## config.mk

```make
export PLATFORM = sky130hd
export DESIGN_NAME = clock_page_replacement_unit
export DESIGN_NICKNAME = d
export VERILOG_FILES = /design/src/sv/cpr_pkg.sv /design/src/sv/cpr_datapath.sv /design/src/sv/cpr_ctrl.sv /design/src/sv/clock_page_replacement_unit.sv
export SDC_FILE = /design/constraint.sdc
export NUM_CORES = 1
export LEC_CHECK = 0
export BUFFER_PORTS_ARGS = -buffer_cell sky130_fd_sc_hd__buf_2
export CAP_MARGIN = 10
export CORE_MARGIN = 2
export CORE_UTILIZATION = 45
export DETAILED_ROUTE_END_ITERATION = 16
export HOLD_SLACK_MARGIN = 0.06
export PLACE_DENSITY_LB_ADDON = 0.2
export RECOVER_POWER = 25
export SLEW_MARGIN = 15
export SYNTH_ARGS = -nofsm -noshare
export SYNTH_HDL_FRONTEND = slang
export SYNTH_SLANG_ARGS = --single-unit
```

## constraint.sdc

```tcl
create_clock -name i_clk -period 7.8 [get_ports i_clk]
set_clock_uncertainty 0.05 [all_clocks]
set_input_delay 0.78 -clock i_clk [delete_from_list [all_inputs] [get_ports i_clk]]
set_output_delay 0.78 -clock i_clk [all_outputs]
set_load 0.1 [all_outputs]
```

## src/sv/cpr_pkg.sv

```systemverilog
// Shared widths, constants and controller/datapath interface types for the clock replacement unit.
package cpr_pkg;

    localparam int PAGE_W    = 16;
    localparam int CFG_W     = 4;
    localparam int IDX_OUT_W = 3;
    localparam int FAULT_W   = 16;

    typedef struct packed {
        logic start;        // transfer taken: latch page, rewind lookup, seed sweep
        logic scan_issue;   // read the next frame for lookup
        logic do_hit;       // record a hit on the frame just compared
        logic do_fill;      // fill the next free frame
        logic sweep_step;   // clear use bit under the hand and advance
        logic evict_read;   // read the victim frame's page
        logic evict_write;  // replace the victim and count the fault
        logic load_out;     // move the result into the output register
    } t_cmd;

    typedef struct packed {
        logic match;
        logic scan_more;
        logic table_full;
        logic use_at_hand;
        logic out_free;
    } t_status;

endpackage

```

## src/sv/cpr_datapath.sv

```systemverilog
// Datapath: page memory, use bits, hand, fill count, fault counter and result registers.
module cpr_datapath import cpr_pkg::*; #(
    parameter int FRAMES = 8
) (
    input  logic                 i_clk,
    input  logic                 i_rst_n,
    input  logic [CFG_W-1:0]     i_cfg_frames,
    input  logic [PAGE_W-1:0]    i_page_number,
    input  t_cmd                 i_cmd,
    output t_status              o_status,
    input  logic                 i_out_ready,
    output logic                 o_out_valid,
    output logic                 o_hit,
    output logic                 o_replaced,
    output logic [IDX_OUT_W-1:0] o_frame_index,
    output logic [PAGE_W-1:0]    o_evicted_page,
    output logic [FAULT_W-1:0]   o_fault_count
);

    localparam int FIW    = (FRAMES > 1) ? $clog2(FRAMES) : 1;
    localparam int CW     = $clog2(FRAMES + 1);
    localparam int SLOT_W = (FIW > IDX_OUT_W) ? FIW : IDX_OUT_W;

    logic [PAGE_W-1:0]    r_mem [FRAMES];
    logic [PAGE_W-1:0]    r_page;
    logic [CW-1:0]        r_scan_idx;
    logic                 r_rd_vld;
    logic [PAGE_W-1:0]    r_rd_data;
    logic [FIW-1:0]       r_rd_idx;
    logic [CW-1:0]        r_fill;
    logic [FIW-1:0]       r_hand;
    logic [FIW-1:0]       r_sweep;
    logic [FRAMES-1:0]    r_use;
    logic [FAULT_W-1:0]   r_faults;

    logic                 r_res_hit;
    logic                 r_res_repl;
    logic [FIW-1:0]       r_res_slot;
    logic [PAGE_W-1:0]    r_res_evict;

    logic                 r_out_valid;
    logic                 r_out_hit;
    logic                 r_out_repl;
    logic [IDX_OUT_W-1:0] r_out_slot;
    logic [PAGE_W-1:0]    r_out_evict;
    logic [FAULT_W-1:0]   r_out_faults;

    logic [CW-1:0]        managed;
    logic [CW-1:0]        limit;
    logic [CW-1:0]        sweep_inc;
    logic [FIW-1:0]       sweep_next;
    logic [FIW-1:0]       hand_start;
    logic [FIW-1:0]       fill_idx;
    logic [FIW-1:0]       rd_addr;
    logic                 wr_en;
    logic [FIW-1:0]       wr_addr;
    logic [SLOT_W-1:0]    slot_ext;

    // Clamp the configured count into 1..FRAMES
    always_comb begin
        if (i_cfg_frames == '0) begin
            managed = CW'(1);
        end else if (32'(i_cfg_frames) > FRAMES) begin
            managed = CW'(FRAMES);
        end else begin
            managed = CW'(i_cfg_frames);
        end
    end

    // Frames below the fill count are the resident ones
    assign limit      = (r_fill < managed) ? r_fill : managed;
    assign sweep_inc  = CW'(r_sweep) + CW'(1);
    assign sweep_next = (sweep_inc == managed) ? '0 : FIW'(sweep_inc);
    assign hand_start = (CW'(r_hand) >= managed) ? '0 : r_hand;
    assign fill_idx   = r_fill[FIW-1:0];
    assign rd_addr    = i_cmd.evict_read ? r_sweep : r_scan_idx[FIW-1:0];
    assign wr_en      = i_cmd.do_fill || i_cmd.evict_write;
    assign wr_addr    = i_cmd.do_fill ? fill_idx : r_sweep;
    assign slot_ext   = SLOT_W'(r_res_slot);

    assign o_status.match       = r_rd_vld && (r_rd_data == r_page);
    assign o_status.scan_more   = r_scan_idx < limit;
    assign o_status.table_full  = r_fill >= managed;
    assign o_status.use_at_hand = r_use[r_sweep];
    assign o_status.out_free    = !r_out_valid || i_out_ready;

    // Page memory: one write port, one registered read port
    always_ff @(posedge i_clk) begin
        if (wr_en) begin
            r_mem[wr_addr] <= r_page;
        end
        if (i_cmd.scan_issue || i_cmd.evict_read) begin
            r_rd_data <= r_mem[rd_addr];
        end
    end

    always_ff @(posedge i_clk) begin
        if (i_cmd.start) begin
            r_page     <= i_page_number;
            r_scan_idx <= '0;
            r_sweep    <= hand_start;
        end else begin
            if (i_cmd.scan_issue) begin
                r_scan_idx <= r_scan_idx + CW'(1);
            end
            if (i_cmd.sweep_step) begin
                r_sweep <= sweep_next;
            end
        end
        if (i_cmd.scan_issue) begin
            r_rd_idx <= r_scan_idx[FIW-1:0];
        end
    end

    always_ff @(posedge i_clk) begin
        if (!i_rst_n) begin
            r_rd_vld <= 1'b0;
            r_fill   <= '0;
            r_hand   <= '0;
            r_use    <= '0;
            r_faults <= '0;
        end else begin
            r_rd_vld <= i_cmd.scan_issue;
            if (i_cmd.do_hit) begin
                r_use[r_rd_idx] <= 1'b1;
            end
            if (i_cmd.do_fill) begin
                r_use[fill_idx] <= 1'b1;
                r_fill          <= r_fill + CW'(1);
            end
            if (i_cmd.sweep_step) begin
                r_use[r_sweep] <= 1'b0;
            end
            if (i_cmd.evict_write) begin
                r_use[r_sweep] <= 1'b1;
                r_hand         <= sweep_next;
                if (r_faults != '1) begin
                    r_faults <= r_faults + FAULT_W'(1);
                end
            end
        end
    end

    // Result fields, held until the output register is free
    always_ff @(posedge i_clk) begin
        if (i_cmd.do_hit) begin
            r_res_hit   <= 1'b1;
            r_res_repl  <= 1'b0;
            r_res_slot  <= r_rd_idx;
            r_res_evict <= '0;
        end else if (i_cmd.do_fill) begin
            r_res_hit   <= 1'b0;
            r_res_repl  <= 1'b0;
            r_res_slot  <= fill_idx;
            r_res_evict <= '0;
        end else if (i_cmd.evict_write) begin
            r_res_hit   <= 1'b0;
            r_res_repl  <= 1'b1;
            r_res_slot  <= r_sweep;
            r_res_evict <= r_rd_data;
        end
    end

    always_ff @(posedge i_clk) begin
        if (!i_rst_n) begin
            r_out_valid <= 1'b0;
        end else if (i_cmd.load_out) begin
            r_out_valid <= 1'b1;
        end else if (i_out_ready) begin
            r_out_valid <= 1'b0;
        end
    end

    always_ff @(posedge i_clk) begin
        if (i_cmd.load_out) begin
            r_out_hit    <= r_res_hit;
            r_out_repl   <= r_res_repl;
            r_out_slot   <= slot_ext[IDX_OUT_W-1:0];
            r_out_evict  <= r_res_evict;
            r_out_faults <= r_faults;
        end
    end

    assign o_out_valid    = r_out_valid;
    assign o_hit          = r_out_hit;
    assign o_replaced     = r_out_repl;
    assign o_frame_index  = r_out_slot;
    assign o_evicted_page = r_out_evict;
    assign o_fault_count  = r_out_faults;

endmodule

```

## src/sv/cpr_ctrl.sv

```systemverilog
// Controller state machine: lookup, fill, hand sweep, eviction and result hand-off.
module cpr_ctrl import cpr_pkg::*; (
    input  logic    i_clk,
    input  logic    i_rst_n,
    input  logic    i_in_valid,
    output logic    o_in_ready,
    input  t_status i_status,
    output t_cmd    o_cmd
);

    localparam logic [2:0] S_IDLE  = 3'd0;
    localparam logic [2:0] S_SCAN  = 3'd1;
    localparam logic [2:0] S_SWEEP = 3'd2;
    localparam logic [2:0] S_EVICT = 3'd3;
    localparam logic [2:0] S_DONE  = 3'd4;

    logic [2:0] r_state;
    logic [2:0] n_state;

    always_comb begin
        n_state = r_state;
        o_cmd   = '0;
        unique case (r_state)
            S_IDLE: begin
                if (i_in_valid) begin
                    o_cmd.start = 1'b1;
                    n_state     = S_SCAN;
                end
            end
            S_SCAN: begin
                if (i_status.match) begin
                    o_cmd.do_hit = 1'b1;
                    n_state      = S_DONE;
                end else if (i_status.scan_more) begin
                    o_cmd.scan_issue = 1'b1;
                end else if (i_status.table_full) begin
                    n_state = S_SWEEP;
                end else begin
                    o_cmd.do_fill = 1'b1;
                    n_state       = S_DONE;
                end
            end
            S_SWEEP: begin
                // give set frames a second chance, stop at the first clear bit
                if (i_status.use_at_hand) begin
                    o_cmd.sweep_step = 1'b1;
                end else begin
                    o_cmd.evict_read = 1'b1;
                    n_state          = S_EVICT;
                end
            end
            S_EVICT: begin
                o_cmd.evict_write = 1'b1;
                n_state           = S_DONE;
            end
            S_DONE: begin
                if (i_status.out_free) begin
                    o_cmd.load_out = 1'b1;
                    n_state        = S_IDLE;
                end
            end
            default: begin
                n_state = S_IDLE;
            end
        endcase
    end

    always_ff @(posedge i_clk) begin
        if (!i_rst_n) begin
            r_state <= S_IDLE;
        end else begin
            r_state <= n_state;
        end
    end

    assign o_in_ready = (r_state == S_IDLE);

endmodule

```

## src/sv/clock_page_replacement_unit.sv

```systemverilog
// Top level: configuration port, controller and datapath of the clock replacement unit.
//
// Clock (second-chance) page replacement over up to FRAMES frames; frames_in_use
// (byte address 0) picks how many are managed. Each transferred page reference
// yields one result. Frames are looked up one per cycle through the page
// memory's single read port. A hit ends the lookup at the matching frame; a
// miss fills a free frame once all resident managed frames are compared; a
// fault makes the hand clear the s (0..n, n the managed count) set use bits
// it passes, then reads and replaces the first frame with a clear bit. A new
// reference is taken as soon as the previous one is finished, even while its
// result still waits in the output register.
module clock_page_replacement_unit import cpr_pkg::*; #(
    parameter int FRAMES = 8
) (
    input  logic                 i_clk,
    input  logic                 i_rst_n,
    input  logic                 psel,
    input  logic                 penable,
    input  logic                 pwrite,
    input  logic [2:0]           paddr,
    input  logic [31:0]          pwdata,
    output logic [31:0]          prdata,
    output logic                 pready,
    input  logic                 i_in_valid,
    output logic                 o_in_ready,
    input  logic [PAGE_W-1:0]    i_page_number,
    output logic                 o_out_valid,
    input  logic                 i_out_ready,
    output logic                 o_hit,
    output logic                 o_replaced,
    output logic [IDX_OUT_W-1:0] o_frame_index,
    output logic [PAGE_W-1:0]    o_evicted_page,
    output logic [FAULT_W-1:0]   o_fault_count
);

    localparam logic REG_FRAMES_IN_USE = 1'b0;

    logic [CFG_W-1:0] r_cfg_frames;
    logic             cfg_wr;
    t_cmd             cmd;
    t_status          status;

    assign pready = 1'b1;
    assign cfg_wr = psel && penable && pwrite && pready;

    always_ff @(posedge i_clk) begin
        if (!i_rst_n) begin
            r_cfg_frames <= CFG_W'(8);
        end else if (cfg_wr && (paddr[2] == REG_FRAMES_IN_USE)) begin
            r_cfg_frames <= pwdata[CFG_W-1:0];
        end
    end

    always_comb begin
        prdata = '0;
        if (paddr[2] == REG_FRAMES_IN_USE) begin
            prdata = {{(32-CFG_W){1'b0}}, r_cfg_frames};
        end
    end

    cpr_ctrl u_ctrl (
        .i_clk      (i_clk),
        .i_rst_n    (i_rst_n),
        .i_in_valid (i_in_valid),
        .o_in_ready (o_in_ready),
        .i_status   (status),
        .o_cmd      (cmd)
    );

    cpr_datapath #(
        .FRAMES (FRAMES)
    ) u_datapath (
        .i_clk          (i_clk),
        .i_rst_n        (i_rst_n),
        .i_cfg_frames   (r_cfg_frames),
        .i_page_number  (i_page_number),
        .i_cmd          (cmd),
        .o_status       (status),
        .i_out_ready    (i_out_ready),
        .o_out_valid    (o_out_valid),
        .o_hit          (o_hit),
        .o_replaced     (o_replaced),
        .o_frame_index  (o_frame_index),
        .o_evicted_page (o_evicted_page),
        .o_fault_count  (o_fault_count)
    );

    a_hit_not_fault: assert property (@(posedge i_clk) disable iff (!i_rst_n)
        o_out_valid |-> !(o_hit && o_replaced))
        else $error("result flags both hit and replacement");

    a_evict_only_on_fault: assert property (@(posedge i_clk) disable iff (!i_rst_n)
        (o_out_valid && !o_replaced) |-> (o_evicted_page == '0))
        else $error("evicted page reported without a replacement");

    a_fault_counted: assert property (@(posedge i_clk) disable iff (!i_rst_n)
        (o_out_valid && o_replaced) |-> (o_fault_count != '0))
        else $error("replacement reported with zero fault count");

    a_one_load_per_transfer: assert property (@(posedge i_clk) disable iff (!i_rst_n)
        cmd.load_out |=> !cmd.load_out)
        else $error("two results loaded back to back");

endmodule
```

Word level (Yosys, flattened, before mapping)
Memories as Yosys holds them, arrays and structs flattened. A register that Yosys moved wholly into a read port is not among the register bits. Cells that the tools add are included.

Memory bits (writable): 128. Memories: 1. Word-level logic and storage cells: 130. Input bits: 58. Bits in registers: 124.

Memory list: u_datapath.r_mem (words 8, width 16, rd ports 1, clocked after Yosys merged registers in 1, write ports 1, RTL line cpr_datapath.sv:24) `logic [PAGE_W-1:0] r_mem [FRAMES];`.

Equal/unequal tests: 11. $lt $le $gt $ge: 11. Bitwise logic cells: 6. $add $sub $neg: 4. Reductions and logical operators: 20. Muxes and demuxes: 56.

Operators by type and width (number): $mux W8 (7); $mux W3 (16); $or A8 B8 Y8 (3); $mux W1 (23); $add A16 B1 Y16 const B (1); $eq A16 B16 Y1 (1); $mux W4 (4); $ne A16 B16 Y1 const B (1); $pmux W3 S5 (1); $lt A3 B4 Y1 const B (3); $demux W1 S3 (3); $ge A3 B1 Y1 const B (3); $add A4 B1 Y4 const B (2); $and A8 B8 Y8 (1); $lt A4 B4 Y1 (2); $not A8 Y8 (1); $logic_and A1 B1 Y1 (7); $eq A3 B2 Y1 const B (2); $ne A2 B2 Y1 const B (3); $reduce_bool A2 Y1 (3); $add A3 B1 Y4 const B (1); $eq A4 B4 Y1 (1); $ge A3 B4 Y1 (1); $ge A4 B4 Y1 (1); other kinds (15) (17).

Longest topological paths before layout
Word-level depth: 19. Depth in mapped cells: 19.

Hierarchy
Synthesis repeated with hierarchy kept, for this count alone.

Cell total of the unflattened synthesis: 915. Area, all modules: 11755.0 um^2.

Modules (own cells, without submodules): cpr_datapath (times used 1, cells an instance 827, area an instance 11068.1 um^2, sequential area each 7287.0 um^2); clock_page_replacement_unit (times used 1, cells an instance 53, area an instance 431.7 um^2, sequential area each 80.1 um^2); cpr_ctrl (times used 1, cells an instance 35, area an instance 255.2 um^2, sequential area each 60.1 um^2).

Worst setup path after synthesis
OpenSTA, ideal clock, no wires.

Kind: reg2reg. Start: register r_cfg_frames[1]. End: memory u_datapath.r_mem[3][0] (enable). Cell stages (with the launch flop): 19. Period minus slack after synthesis: 4.237 ns. Required time: 7.339 ns. Arrival time: 3.775 ns. Setup slack: 3.563 ns. Setup time: 0.411 ns. Cells stage by stage: dfxtp_1 -> nor2_1 -> o21ai_0 -> inv_1 -> ha_1 -> nor2b_1 -> o21bai_1 -> and2_1 -> clkbuf_1 -> nor2_1 -> a21oi_1 -> ha_1 -> nand3_1 -> a21oi_1 -> a311oi_1 -> nor3_1 -> clkbuf_1 -> nand4_1 -> o21ai_0.

Longest elaborated chain between the ends: 12. Elaborated cells between the ends (all ways): 16. Classes of those cells: 4 x order compare; 10 x mux; 2 x reduce/logical.

Ends and longest elaborated chain: from (decl) (RTL line clock_page_replacement_unit.sv:38) `logic [CFG_W-1:0] r_cfg_frames;`; from (signal assigned) (RTL line clock_page_replacement_unit.sv:50) `r_cfg_frames <= pwdata[CFG_W-1:0];`; $gt A4 B4 Y1 (RTL line cpr_datapath.sv:63) `end else if (32'(i_cfg_frames) > FRAMES) begin`; $mux W4 (RTL line cpr_datapath.sv:63); $mux W4 (*) (RTL line cpr_datapath.sv:61) `if (i_cfg_frames == '0) begin`; $lt A4 B4 Y1 (RTL line cpr_datapath.sv:71) `assign limit = (r_fill < managed) ? r_fill : managed;`; $mux W4 (RTL line cpr_datapath.sv:71); $lt A4 B4 Y1 (RTL line cpr_datapath.sv:82) `assign o_status.scan_more = r_scan_idx < limit;`; $mux W1 (*) (RTL line cpr_ctrl.sv:34) `end else if (i_status.scan_more) begin`; $mux W1 (*) (RTL line cpr_ctrl.sv:31) `if (i_status.match) begin`; $mux W3 (*) (RTL line cpr_ctrl.sv:23) `unique case (r_state)`; $logic_or A1 B1 Y1 (RTL line cpr_datapath.sv:77) `assign wr_en = i_cmd.do_fill || i_cmd.evict_write;`; $mux W1 (RTL line cpr_datapath.sv:89) `if (wr_en) begin`; $mux W1 (implied by the code) (RTL line cpr_datapath.sv:90) `r_mem[wr_addr] <= r_page;`; to (decl) (RTL line cpr_datapath.sv:24).

Mark *: on every way between the ends. The rest lies on a longest branch, timed or not.

Worst setup path in the final report
Start: register r_cfg_frames[1]. End: memory u_datapath.r_mem[4][9] (enable).

The elaborated chain is that of the path after synthesis.

==> reports/results.tsv <==
metric	value	unit
status	completed	
Syn. warnings	0	
Post-CTS Resized	0	
ANT cells	0	
GRT overflow	0	
RR Startpoint	r_cfg_frames[1]	
DRT iter0 DRCs	866	
Worst setup SP type	flip-flop	
Max-Cap Viols	0	
Final Max Tran Viols	0	
crit-path max FO	16	
hold_sp	u_datapath.r_res_slot[2]	
CTS tree	done	
Seq/Total Area, Yosys	64.14	%
post-synth top area share	53.42	%
CTS Root Cell	clkbuf_16	
global-route wire length before repair	41080	um
CTS H-tree depth	1	
Post-Route Utilization	50.79	%
layout cells sized above 1	13.68	%
num rows	58	
period utilisation layout	62.56	%
mean area per synthesized cell	12.55	um2
count leader, synth	edfxtp_1	
first drt pass iteration count	5	
cts bufs inserted	27	
ys flop type	edfxtp_1	
Area contributors post-synth	edfxtp_1, dfxtp_1, nand2_1	
vias in the first global route	7070	
Post-Synthesis Cells	923	
Vias/cell	5.805	
I/O pin cnt	130	
leading area contributor after synthesis	edfxtp_1	
Post-Route Setup TNS	0	ns
tightest hold margin	0.3759	ns
core region area	25250	um2
WL per Instance	20.15	um
Leakage	4.413	nW
CTS Sinks	268	
antenna viol nets, final	0	
die width	164.4	um
Final nets	1041	
clock-pin slew on the worst setup and hold paths	0.06	ns
Fin. Hold Viols	0	
Routability Congestion	0.8379	
Buffers on Ports	70	
Total Routing Usage GR	19.69	%
Clk Latency, worst-skew pair	0.53	ns
Hold Crit Depth	0	
Reg2Reg Capture Point	u_datapath.r_mem[4][9]	
# setup viols final	0	
largest net degree at the start of global routing	66	
Residual DRC	0	
# hold bufs at CTS	0	
Area growth syn-to-layout	10.77	%
most instantiated cells after synthesis	edfxtp_1, nand2_1, dfxtp_1	
Detail Placement HPWL	16100	um
Synth Register Bits	268	
reg2reg path depth	16	
Initial Utilization	45.85	%
Tmin final	4.879	ns
antenna violations before repair	0	
Synth async-reset ratio	0	%
R2R Setup Slk	2.92	ns
Pwr Density	281.9	nW/um2
Max Buffers Root-to-Sink	3	
RSZ-0062 raised after global routing	no	
Worst-Margin Slew	1.080	ns
Rel. slew slack	28.03	%
Routed WL	26540	um
peak supply drop	0.0002089	V
Netlist cell types	67	
Die Height	164.4	um
die area	27030	um2
Hold EP	u_datapath.o_frame_index[2]	
fmax	204.9	MHz
Setup Fix Bufs, Post-CTS	0	
vias	7645	
Crit Path Class	reg2reg	
CP endpoint kind	flip-flop	
number of synthesized flops with an enable pin	206	
Worst EP arrival	4.97	ns
Hold Path Class	reg2reg	
Crit path required time	7.90	ns
Post-Syn Area	11580	um2
-- worst max-delay path: stages (launching register included) --
cell and delay (ns):
dfxtp_1 0.41, nor2_1 0.07, o21ai_0 0.45, inv_1 0.15
ha_1 0.21, nor2b_1 0.11, o21bai_1 0.11, and2_1 0.21
nor2_1 0.12, a21oi_1 0.06, ha_1 0.31, nand3_1 0.11
a21oi_1 0.14, a311oi_1 0.16, or3_1 0.48, or4_1 0.57
nand2_1 0.77
-- cells in the final DEF, fill, tap and decap left out, drive strengths merged, types with 9 or more instances in the layout --
| master | instances |
|---|---|
| a221o | 16 |
| dfxtp | 62 |
| a32oi | 17 |
| edfxtp | 206 |
| clkbuf | 38 |
| o31ai | 18 |
| xor2 | 30 |
| a211oi | 32 |
| ha | 15 |
| nor2 | 47 |
| nand4 | 18 |
| a21oi | 38 |
| a31oi | 14 |
| nand2 | 78 |
| and3 | 35 |
| nand3 | 23 |
| buf | 79 |
| nor2b | 10 |
| a311oi | 18 |
| conb | 29 |
| clkinv | 9 |
| o21ai | 52 |
| inv | 13 |
-- logic make-up after synthesis --
| logic type | Yosys count | synth area share, % |
|---|---|---|
| flops | 268 | 64.14 |
| simple gates | 256 | 11.29 |
| compound gates | 235 | 14.48 |
| buf+inv | 104 | 4.959 |
| xor+xnor | 34 | 2.572 |
| fa+ha+maj | 15 | 1.621 |
| mux | 9 | 0.8752 |
| other cells | 2 | 0.06485 |
-- final cells by class --
class / count / area, um2
fill: 2226 / 12430
tap: 330 / 412.9
sequential: 268 / 7427
inverter: 14 / 52.55
multi-input combinational: 578 / 3704
clock buffer: 38 / 737.0
timing repair buffer: 79 / 417.9
clock inverter: 10 / 76.32
-- sequential cells by signal, summed over array words and instances (netlist names), 3 cells and up --
| name | flops |
|---|---|
| r_cfg_frames | 4 |
| u_ctrl.r_state | 3 |
| u_datapath.o_evicted_page | 16 |
| u_datapath.o_fault_count | 16 |
| u_datapath.o_frame_index | 3 |
| u_datapath.r_faults | 16 |
| u_datapath.r_fill | 4 |
| u_datapath.r_hand | 3 |
| u_datapath.r_mem | 128 |
| u_datapath.r_page | 16 |
| u_datapath.r_rd_data | 16 |
| u_datapath.r_rd_idx | 3 |
| u_datapath.r_res_evict | 16 |
| u_datapath.r_res_slot | 3 |
| u_datapath.r_scan_idx | 4 |
| u_datapath.r_sweep | 3 |
| u_datapath.r_use | 8 |
-- how the worst max path moves through the flow --
| stage | slack, ns | startpoint | to |
|---|---|---|---|
| after detailed placement | 2.94 | r_cfg_frames[1] | u_datapath.r_mem[4][9] |
| after global routing | 2.57 | r_cfg_frames[1] | u_datapath.r_mem[4][8] |
| after floorplan | 3.56 | r_cfg_frames[1] | u_datapath.r_mem[3][0] |
| after global placement | 3.02 | r_cfg_frames[1] | u_datapath.r_mem[4][9] |
| final | 2.92 | r_cfg_frames[1] | u_datapath.r_mem[4][9] |
| after CTS | 2.90 | r_cfg_frames[1] | u_datapath.r_mem[4][8] |
-- metrics by stage --
step,power [mW],area [um2],worst slack (ns),cells
finish,3.617,12830,2.921,1317
global route,3.751,12830,2.567,1317
CTS,3.636,12830,2.904,1317
detailed placement,2.433,12010,2.942,1269
global placement,2.428,12010,3.017,1269
floorplan,2.294,11680,3.563,950
-- per-layer routing --
layer / vias up / share of wire, % / global-route usage, %
met1: 3717 / 48 / 29.77
met5: - / 0 / 0
met4: 0 / 2.0 / 4.585
met3: 39 / 6.8 / 3.039
li1: 3589 / - / -
met2: 300 / 44 / 29.99
-- power breakdown --
part / internal, mW / switching [mW] / total (mW)
combinational: 0.162 / 0.481 / 0.644
clock: 0.688 / 0.521 / 1.21
sequential: 1.67 / 0.0920 / 1.76
total: 2.52 / 1.09 / 3.62
Note: power is estimated with default switching activity, not from simulation.
